### src/hdl/lnm_pkg.sv
// ----------------------------------------------------------------------------
// lnm_pkg: shared types and constants for the linear NFA longest-match block
// Holds the item command codes, register indexes, fixed field widths and the
// structs that pass between the cell row and the top level.
// ----------------------------------------------------------------------------
package lnm_pkg;

	localparam int CMD_W      = 2;
	localparam int CHAR_W     = 8;
	localparam int ROW_W      = 32;
	localparam int MATCH_W    = 16;
	localparam int PCOUNT_W   = 6;
	localparam int CFG_IDX_W  = 2;
	localparam int CFG_DATA_W = 32;

	typedef enum logic [CMD_W-1:0] {
		CMD_LOAD  = 2'd0,
		CMD_START = 2'd1,
		CMD_CHAR  = 2'd2,
		CMD_END   = 2'd3
	} cmd_t;

	localparam logic [CFG_IDX_W-1:0] REG_POSITION_COUNT = 2'd0;
	localparam logic [CFG_IDX_W-1:0] REG_SKIP_MASK      = 2'd1;
	localparam logic [CFG_IDX_W-1:0] REG_REPEAT_MASK    = 2'd2;

	// Broadcast to every cell in the row.
	typedef struct packed {
		logic step;      // the item in stage one is retired this cycle
		cmd_t cmd;
		logic any_live;  // some pattern position is active after closure
	} cell_ctl_t;

	// Per-cell setup: what this place in the row is and what it matches.
	typedef struct packed {
		logic pos_en;  // a pattern position in use
		logic acc_en;  // the accept position
		logic skip;
		logic rep;
		logic row;     // class bit of the current byte
		logic head;    // first cell, seeded by a start item
	} cell_in_t;

	// Passed from one cell to its right-hand neighbor.
	typedef struct packed {
		logic close1;  // skip closure before the character
		logic hit;     // this position consumed the character
		logic close2;  // skip closure after the advance
	} cell_link_t;

	typedef struct packed {
		logic live;     // active pattern position after the first closure
		logic acc_hit;  // accept reached by this item
		logic alive;    // active pattern position reported in the result
		logic act;      // stored active bit
	} cell_stat_t;

endpackage

### src/hdl/lnm_cell.sv
// ----------------------------------------------------------------------------
// lnm_cell: one place in the pattern chain
// Holds one active bit, closes over skippable neighbors on its left and takes
// the advance from the cell before it.
// ----------------------------------------------------------------------------
module lnm_cell (
	input  logic                 clk,
	input  logic                 arst_n,
	input  lnm_pkg::cell_ctl_t   ctl,
	input  lnm_pkg::cell_in_t    cin,
	input  lnm_pkg::cell_link_t  link_in,
	output lnm_pkg::cell_link_t  link_out,
	output lnm_pkg::cell_stat_t  stat
);

	logic act_q;
	logic pre;
	logic hit;
	logic seed;
	logic post;
	logic in_chain;
	logic act_next;

	assign in_chain = cin.pos_en | cin.acc_en;

	// First closure over the stored vector, then the character advance,
	// then the second closure over the advanced vector.
	assign pre  = act_q | link_in.close1;
	assign hit  = pre & cin.row & cin.pos_en;
	assign seed = (ctl.cmd == lnm_pkg::CMD_START) ? cin.head
		: (link_in.hit | (hit & cin.rep));
	assign post = seed | link_in.close2;

	assign link_out.close1 = pre & cin.skip & cin.pos_en;
	assign link_out.hit    = hit;
	assign link_out.close2 = post & cin.skip & cin.pos_en;

	always_comb begin
		case (ctl.cmd)
			lnm_pkg::CMD_START: act_next = post & in_chain;
			lnm_pkg::CMD_CHAR:  act_next = ctl.any_live & post & in_chain;
			lnm_pkg::CMD_END:   act_next = 1'b0;
			default:            act_next = act_q;
		endcase
	end

	assign stat.live    = pre & cin.pos_en;
	assign stat.acc_hit = post & cin.acc_en;
	assign stat.alive   = ((ctl.cmd == lnm_pkg::CMD_END) ? act_q : act_next) & cin.pos_en;
	assign stat.act     = act_q;

	always_ff @(posedge clk or negedge arst_n) begin
		if (!arst_n) begin
			act_q <= 1'b0;
		end else if (ctl.step) begin
			act_q <= act_next;
		end
	end

endmodule

### config.mk
export PLATFORM = sky130hd
export DESIGN_NAME = lnm_cell
export DESIGN_NICKNAME = d
export VERILOG_FILES = /design/src/hdl/lnm_pkg.sv /design/src/hdl/lnm_cell.sv
export SDC_FILE = /design/constraint.sdc
export NUM_CORES = 1
export LEC_CHECK = 0
export BUFFER_PORTS_ARGS = -buffer_cell sky130_fd_sc_hd__buf_2
export CELL_PAD_IN_SITES_DETAIL_PLACEMENT = 1
export CELL_PAD_IN_SITES_GLOBAL_PLACEMENT = 2
export CORE_MARGIN = 2
export CORE_UTILIZATION = 17
export DETAILED_ROUTE_END_ITERATION = 8
export PLACE_DENSITY = 0.87
export SYNTH_ARGS = -nofsm -noshare
export SYNTH_HDL_FRONTEND = slang
export SYNTH_SLANG_ARGS = --single-unit
### constraint.sdc
create_clock -name clk -period 2.95 [get_ports clk]
set_clock_uncertainty 0.2 [all_clocks]
set_input_delay 0.59 -clock clk [delete_from_list [all_inputs] [get_ports clk]]
set_output_delay 0.59 -clock clk [all_outputs]
set_load 0.02 [all_outputs]
==> results of run 1 <==
## critical path: stages
cell and delay (ns):
buf_2 0.11, inv_1 0.06, ha_1 0.19, nor4_1 0.31, a211oi_2 0.11, a41o_1 0.25
buf_2 0.15
## kinds of logic (layout without fill, tap and decap cells)
kind of cell | Yosys count | in the layout
flops | 1 | 1
compound gates | 6 | 6
buf+inv | 6 | 25
fa+ha+maj | 4 | 4
simple gates | 10 | 10
## cell type report
| class | instances | area share [%] |
|---|---|---|
| inverter | 4 | 4.33 |
| multi-input combinational | 20 | 52.7 |
| sequential | 1 | 7.22 |
| tap | 15 | 5.42 |
| timing repair buffer | 21 | 30.3 |
## layer usage
metal  GRT usage (%)  up-vias
li1                -      134
met1            9.06      123
met2            17.2       10
met3               0        0
met4               0        0
met5               0        -
## placed cells by master, fill, tap and decap left out, drive strengths merged
| cell type | synthesis | layout |
|---|---|---|
| a211oi | 1 | 1 |
| a32o | 1 | 1 |
| a41o | 1 | 1 |
| and2 | 2 | 2 |
| and3 | 1 | 1 |
| buf | 2 | 21 |
| dfrtp | 1 | 1 |
| ha | 4 | 4 |
| inv | 4 | 4 |
| nand2b | 1 | 1 |
| nor2 | 1 | 1 |
| nor2b | 1 | 1 |
| nor3 | 1 | 1 |
| nor3b | 1 | 1 |
| nor4 | 1 | 1 |
| nor4b | 1 | 1 |
| o211a | 1 | 1 |
| o211ai | 1 | 1 |
| o21a | 1 | 1 |
## worst paths after layout
kind                        start      end  slack [ns]  cells after the start
setup reg to reg            act_q    act_q        1.67                      3
setup / recovery           ctl[2]  stat[1]        0.39                      7
min in group clk            act_q    act_q        0.39                      1
max in group asynchronous  arst_n    act_q        2.30                      1
hold / removal             arst_n    act_q        0.17                      1
hold reg to reg             act_q    act_q        0.39                      1
## metrics by stage
stage	std cells	worst slack (ns)	total power [mW]	util [%]	hold slack, ns
floorplan	27	0.675	0.0504	-	0.0944
finish	61	0.389	0.0682	26.6	0.165
detailed placement	61	0.379	0.0694	26.6	0.166
CTS	61	0.377	0.0696	26.6	0.166
global route	61	0.313	0.0753	26.6	0.169
global placement	61	0.449	0.0689	26.6	0.165
## report_power, final
part	switching [mW]	internal [mW]
clock	0	0
combinational	0.0266	0.0231
sequential	0.00265	0.0158
==> impl_metrics.ini, run 1 <==
[timing]
setup_violations = 0
rsz0062_at_grt = no
hold_violations = 0
max_freq_mhz = 390
worst_pin_slew_ns = 0.329
period_share_pct = 86.8
setup_tns_ns = 0
slew_viol_final = 0
min_period_ns = 2.56
relSlewSlack_pct = 77.9

[layout]
nFillCells = 177
regArea_um2 = 25.0
largest_register = act_q
reg_top3 = act_q x1
design_area_um2 = 347
largest_register_ffs = 1
antenna_cells = 0
multiInputGateArea_um2 = 183
syn_to_final_growth_pct = 45.8
finalNetCount = 67
layout-drive-gt1-share_pct = 54.3

[yosys]
ys_types = 20
synthTopCellsByCount = ha_1 (4), inv_1 (4), buf_4 (2)
synthXorXnorAreaFrac_pct = 0
yosys_warnings = 0
ys_seq_area_share_pct = 10.5
synth_flop_cell = dfrtp_1
synth_nets = 46
synth_area_leaders = ha_1 (21%), dfrtp_1 (11%), buf_4 (6.3%)
synth_area_per_cell_um2 = 8.80
synth-simple-area-share_pct = 29.5
synth.area.mux_share_pct = 0
yosysTopAreaCell = ha_1
synth_fa_ha_area_share_pct = 21.1
synth_top_family_by_area = simple AND/OR/NAND/NOR gates
synth_cells = 27
synth_top_area_share_pct = 21.1
synth_area_um2 = 238
ys_seq_elements = 1
synth_compound_area_share_pct = 26.3
synth_edf_count = 0
synthArstFlopShare_pct = 100

[setup_path]
startpoint_type = input pin
critical_path_required_ns = 2.16
cp_max_fo = 4
timing.setup.critical_path_class = input pin to primary output
cp-end-kind = primary output
worstPathArrival_ns = 1.77

[place]
port-buffer-count = 21
dpl_cell_area_um2 = 347
place_congestion = 0.663

[global_route]
grtUsageTotal_pct = 8.00
grt_pass1_vias = 281
grt_pass1_wl_um = 993
grt_overflow = 0
antenna_found_initial = 0
grt_max_degree = 7

[clock_tree]
cts_resized = 0
cts_hold_buffers = 0
post-cts-setup-buffers = 0
insertion_delay_ns = 0
clkTransAtPathRegs_ns = 0

[die]
start_util_pct = 18.3
num_rows = 13
fp.dieArea_um2 = 1710
die_h_um = 41.4
die-width_um = 41.4
core_um2 = 1300
io_pins = 22

[drt]
met1Wirelength_um = 204
wl_met2_um = 317
avgViaCountPerCell = 4.38
via_count = 267
post_drt_wl_per_cell_um = 9.33
highest_layer = met3
dr.pass1.iters = 2
antenna_left = 0
wl_um = 569
wl_met3_um = 47
first_iter_violations = 2
drc = 0

[worst_hold_path]
hold_path.class = input pin to asynchronous set/reset pin

[status]
outcome = completed

[pwr]
p_per_area_nw_per_um2 = 197
ir_drop_mv = 0.0378
leakage_nw = 0.215

[run]
drv_cap = 0
Power figures use the tool's default switching activity.
==> run 2: changes to the inputs <==
--- a/config.mk
+++ b/config.mk
@@ -5,13 +5,14 @@
 export SDC_FILE = /design/constraint.sdc
 export NUM_CORES = 1
 export LEC_CHECK = 0
+export ABC_AREA = 1
 export BUFFER_PORTS_ARGS = -buffer_cell sky130_fd_sc_hd__buf_2
 export CELL_PAD_IN_SITES_DETAIL_PLACEMENT = 1
 export CELL_PAD_IN_SITES_GLOBAL_PLACEMENT = 2
 export CORE_MARGIN = 2
-export CORE_UTILIZATION = 17
+export CORE_UTILIZATION = 16
 export DETAILED_ROUTE_END_ITERATION = 8
-export PLACE_DENSITY = 0.87
+export PLACE_DENSITY = 0.86
 export SYNTH_ARGS = -nofsm -noshare
 export SYNTH_HDL_FRONTEND = slang
 export SYNTH_SLANG_ARGS = --single-unit
==> run 2 against run 1 <==
Net effect: worst hold slack is essentially flat; highest routed layer unchanged; largest cell class unchanged; synthesized cell count grew 63%; first-iteration DRC count down 100%; sequential cell count unchanged; sequential share of layout area decreased by 0.58 points; critical path depth rose by 3; routed wire length increased by 13%; core utilization down 2.2 points; register-to-register slack lost 0.02 ns; fmax up 4.1%; synthesized area rose by 12%.
==> impl_metrics.ini, run 2 <==
[status]
outcome = completed

[run]
drv_cap = 0

[yosys]
synth_edf_count = 0
synth_cells = 44
synth_area_leaders = ha_1 (19%), inv_1 (17%), nand2_1 (13%)
synth_nets = 63
ys_seq_area_share_pct = 9.39
synth_top_area_share_pct = 18.8
synth_area_per_cell_um2 = 6.06
synth_area_um2 = 267
ys_types = 15
ys_seq_elements = 1
yosysTopAreaCell = ha_1
synthTopCellsByCount = inv_1 (12), nand2_1 (9), nor2_1 (5), ha_1 (4)
synth_most_common_cell = inv_1
yosys_warnings = 0
synth_flop_cell = dfrtp_1
synthArstFlopShare_pct = 100

[die]
fp.dieArea_um2 = 2010
start_util_pct = 17.3
io_pins = 22
die-width_um = 44.8
die_h_um = 44.8
num_rows = 14
core_um2 = 1540

[clock_tree]
insertion_delay_ns = 0
cts_resized = 0
cts_hold_buffers = 0
clkTransAtPathRegs_ns = 0
post-cts-setup-buffers = 0

[timing]
setup_violations = 0
worst_slack_ns = 0.490
max_freq_mhz = 407
hold_violations = 0
relSlewSlack_pct = 85.1
rsz0062_at_grt = no
setup_tns_ns = 0
period_share_pct = 83.4
slew_viol_final = 0
min_period_ns = 2.46
worst_pin_slew_ns = 0.222

[setup_path]
worst-path-buf-inv = 4
cp_slowest_stage_delay_ns = 0.26
startpoint_type = input pin
cp-end-kind = primary output
timing.setup.critical_path_class = input pin to primary output
critical_path_required_ns = 2.16
worstPathArrival_ns = 1.67
crit_family = buffers and inverters
crit_chain = buf_2 -> inv_1 -> ha_1 -> o21ai_0 -> a211oi_2 -> nand2_2 -> nand3_1 -> nand2_1 -> inv_1 -> buf_2
crit_start = ctl[1]
worstReg2RegEnd = act_q
r2r-start = act_q
r2r_cells = 10
cp_max_fo = 3
cpMaxStageDelayCell = ha_1
rrSetupSlack_ns = 1.65
path_depth = 10

[layout]
syn_to_final_growth_pct = 41.3
largest_register_ffs = 1
antenna_cells = 0
finalNetCount = 84
final_cell_mix = buf_2 (21), inv_1 (12), nand2_1 (9)
largest_register = act_q
nFillCells = 226
final_common_cell = buf_2
layout-drive-gt1-share_pct = 44.4
instances_no_fill = 79
reg_top3 = act_q x1

[worst_hold_path]
hold_path.class = input pin to asynchronous set/reset pin

[pwr]
p_per_area_nw_per_um2 = 198
ir_drop_mv = 0.0561
p_total_mw = 0.0744
leakage_nw = 0.267

[drt]
drc = 0
via_count = 307
avgViaCountPerCell = 3.89
wl_um = 643
dr.pass1.iters = 1
antenna_left = 0
post_drt_wl_per_cell_um = 8.14
first_iter_violations = 0

[global_route]
grt_pass1_wl_mm = 1.09
grt_pass1_vias = 294
antenna_found_initial = 0
grt_max_degree = 5
grt_overflow = 0
grtUsageTotal_pct = 6.84

[place]
dp_hpwl_um = 623
port-buffer-count = 21
dp_cells = 79
place_congestion = 0.685
post-place-ws_ns = 0.467
run 2: kinds of logic after synthesis:
| group | after synthesis | share of synthesized area [%] |
|---|---|---|
| AND/OR/NAND/NOR | 20 | 37.6 |
| adder cells (fa/ha/maj) | 4 | 18.8 |
| buffers and inverters | 15 | 23.9 |
| AO/OA/AOI/OAI | 4 | 10.3 |
| flip-flops | 1 | 9.39 |
run 2: final cells by class:
cell class                      count  area [µm²]  area share (%)
Tap cell                           16        20.0            5.32
Sequential cell                     1        25.0            6.64
Inverter                           13        48.8            13.0
Timing Repair Buffer               21         105            27.9
Multi-Input combinational cell     28         178            47.2
run 2: metrics by stage:
stage | area [µm²] | hold slack [ns] | util, %
floorplan | 267 | 0.0944 | -
global placement | 377 | 0.164 | 24.4
detailed placement | 377 | 0.167 | 24.4
CTS | 377 | 0.166 | 24.4
global route | 377 | 0.170 | 24.4
finish | 377 | 0.165 | 24.4
run 2: worst max-delay path by stage:
stage	end	slack [ns]
global route	stat[1]	0.38
floorplan	stat[1]	0.72
global placement	stat[1]	0.50
detailed placement	stat[1]	0.47
finish	stat[1]	0.49
CTS	stat[1]	0.47
run 2: worst register-to-register path, cell delays in order, from the launching register on:
cell and delay (ns):
dfrtp_1 0.38, inv_2 0.10, nand2_4 0.06, nand4_2 0.05
nand2_1 0.06, nand2_1 0.06, nand2_2 0.06, nand2_2 0.07
nand2_1 0.05, nand2_1 0.05, nand2_1 0.04
run 2: power by group:
part	internal, mW	switching (mW)	leakage, nW	total (mW)
clock network	0	0	0	0
logic	0.0230	0.0339	0.254	0.0569
registers	0.0158	0.00173	0.0129	0.0175
run 2: per-layer routing:
metal | part of all wire [%] | global-route usage (%) | wire length, µm
met5 | 0 | 0 | 0
met4 | 0 | 0 | 0
met3 | 11 | 0.800 | 69
met2 | 45 | 13.0 | 292
met1 | 44 | 8.70 | 281
==> run 3: changes to the inputs <==
--- a/config.mk
+++ b/config.mk
@@ -10,9 +10,9 @@
 export CELL_PAD_IN_SITES_DETAIL_PLACEMENT = 1
 export CELL_PAD_IN_SITES_GLOBAL_PLACEMENT = 2
 export CORE_MARGIN = 2
-export CORE_UTILIZATION = 16
+export CORE_UTILIZATION = 15
 export DETAILED_ROUTE_END_ITERATION = 8
-export PLACE_DENSITY = 0.86
+export PLACE_DENSITY = 0.82
 export SYNTH_ARGS = -nofsm -noshare
 export SYNTH_HDL_FRONTEND = slang
 export SYNTH_SLANG_ARGS = --single-unit
==> constraint.sdc (replaced) <==
create_clock -name clk -period 2.5 [get_ports clk]
set_clock_uncertainty 0.2 [all_clocks]
set_input_delay 0.5 -clock clk [delete_from_list [all_inputs] [get_ports clk]]
set_output_delay 0.5 -clock clk [all_outputs]
set_load 0.02 [all_outputs]
==> run 3 against run 2 <==
Net effect: combinational power grew 18%; worst hold slack lost 0.090 ns; global-route usage shrank 0.41 points; sequential cell count is the same; core utilization shrank 2.1 points; sequential share of layout area is essentially flat; total power grew 18%; die area grew 6.1%; sequential power grew 19%; design area grew 0.33%; critical endpoint unchanged; critical path depth is the same.
==> impl_metrics.ini, run 3 (synthesis results as in run 2) <==
[clock_tree]
post-cts-setup-buffers = 0
cts_resized = 0
insertion_delay_ns = 0
clkTransAtPathRegs_ns = 0
cts_hold_buffers = 0

[timing]
min_period_ns = 2.26
rsz0062_at_grt = no
setup_violations = 0
hold_violations = 0
relSlewSlack_pct = 87.4
slew_viol_final = 0
worst_pin_slew_ns = 0.188
max_freq_mhz = 443
setup_tns_ns = 0
period_share_pct = 90.4

[global_route]
grt_max_degree = 5
grt_pass1_wl_mm = 1.04
grt_pass1_vias = 281
antenna_found_initial = 0
grtUsageTotal_pct = 6.43
grt_overflow = 0

[place]
port-buffer-count = 21
place_congestion = 0.620
dp_hpwl_um = 644

[setup_path]
worstPathArrival_ns = 1.56
cp-end-kind = primary output
cp_max_fo = 3
critical_path_required_ns = 1.80
timing.setup.critical_path_class = input pin to primary output
startpoint_type = input pin

[layout]
antenna_cells = 0
layout-drive-gt1-share_pct = 44.4
final_cell_mix = buf_2 (21), inv_1 (12), nand2_1 (9)
finalNetCount = 84
reg_top3 = act_q x1
final_common_cell = buf_2
largest_register = act_q
syn_to_final_growth_pct = 41.8
largest_register_ffs = 1

[die]
io_pins = 22
die_h_um = 46.2
start_util_pct = 15.8
fp.dieArea_um2 = 2130
core_um2 = 1690
num_rows = 15
die-width_um = 46.2

[drt]
first_iter_violations = 0
wl_um = 666
wl_met3_um = 69
met1Wirelength_um = 265
antenna_left = 0
dr.pass1.iters = 1
via_count = 314
post_drt_wl_per_cell_um = 8.33
avgViaCountPerCell = 3.93
drc = 0
wl_met2_um = 331
highest_layer = met3

[pwr]
p_per_area_nw_per_um2 = 232
ir_drop_mv = 0.0749
leakage_nw = 0.267
p_total_mw = 0.0877

[status]
outcome = completed

[worst_hold_path]
hold_path.class = input pin to asynchronous set/reset pin

[run]
drv_cap = 0
run 3: cell counts in the layout (fill, tap and decap cells not counted):
No cell type changed its count.
run 3: power breakdown:
| part | internal [mW] | switching, mW |
|---|---|---|
| Sequential | 0.0186 | 0.00218 |
| Clock | 0 | 0 |
| Combinational | 0.0271 | 0.0399 |
run 3: worst paths after layout:
kind / endpoint / cells after the start / from / slack (ns)
max: stat[1] / 10 / ctl[1] / 0.24
min: act_q / 1 / arst_n / 0.07
max reg2reg: act_q / 10 / act_q / 1.21
min reg2reg: act_q / 4 / act_q / 0.45
max in group asynchronous: act_q / 1 / arst_n / 1.94
min in group clk: act_q / 4 / act_q / 0.45
run 3: stage by stage:
| step | cell area (µm²) | setup slack, ns | hold WS [ns] | utilization, % | std cells |
|---|---|---|---|---|---|
| finish | 378 | 0.241 | 0.0749 | 22.4 | 80 |
| detailed placement | 378 | 0.223 | 0.0767 | 22.4 | 80 |
| global placement | 378 | 0.248 | 0.0740 | 22.4 | 80 |
| floorplan | 267 | 0.455 | 0.00441 | - | 44 |
| CTS | 378 | 0.224 | 0.0755 | 22.4 | 80 |
| global route | 378 | 0.136 | 0.0778 | 22.4 | 80 |
run 3: cell type report:
| class | count | area [µm²] |
|---|---|---|
| multi-input cells | 28 | 178 |
| fillers | 227 | 1310 |
| repair buffers | 21 | 105 |
| flip-flops and latches | 1 | 25.0 |
| well taps | 17 | 21.3 |
| inverters | 13 | 48.8 |
run 3: metal layers:
metal,global-route usage [%],vias to the layer above
met5,0,-
met4,0,0
met3,0,0
met2,12.8,15
met1,8.05,134
li1,-,165
run 3: critical path: stages:
cell and delay [ns]:
buf_2 0.11, inv_1 0.06, ha_1 0.26, o21ai_0 0.08, a211oi_2 0.17, nand2_2 0.08
nand3_1 0.06, nand2_1 0.05, inv_1 0.04, buf_2 0.15
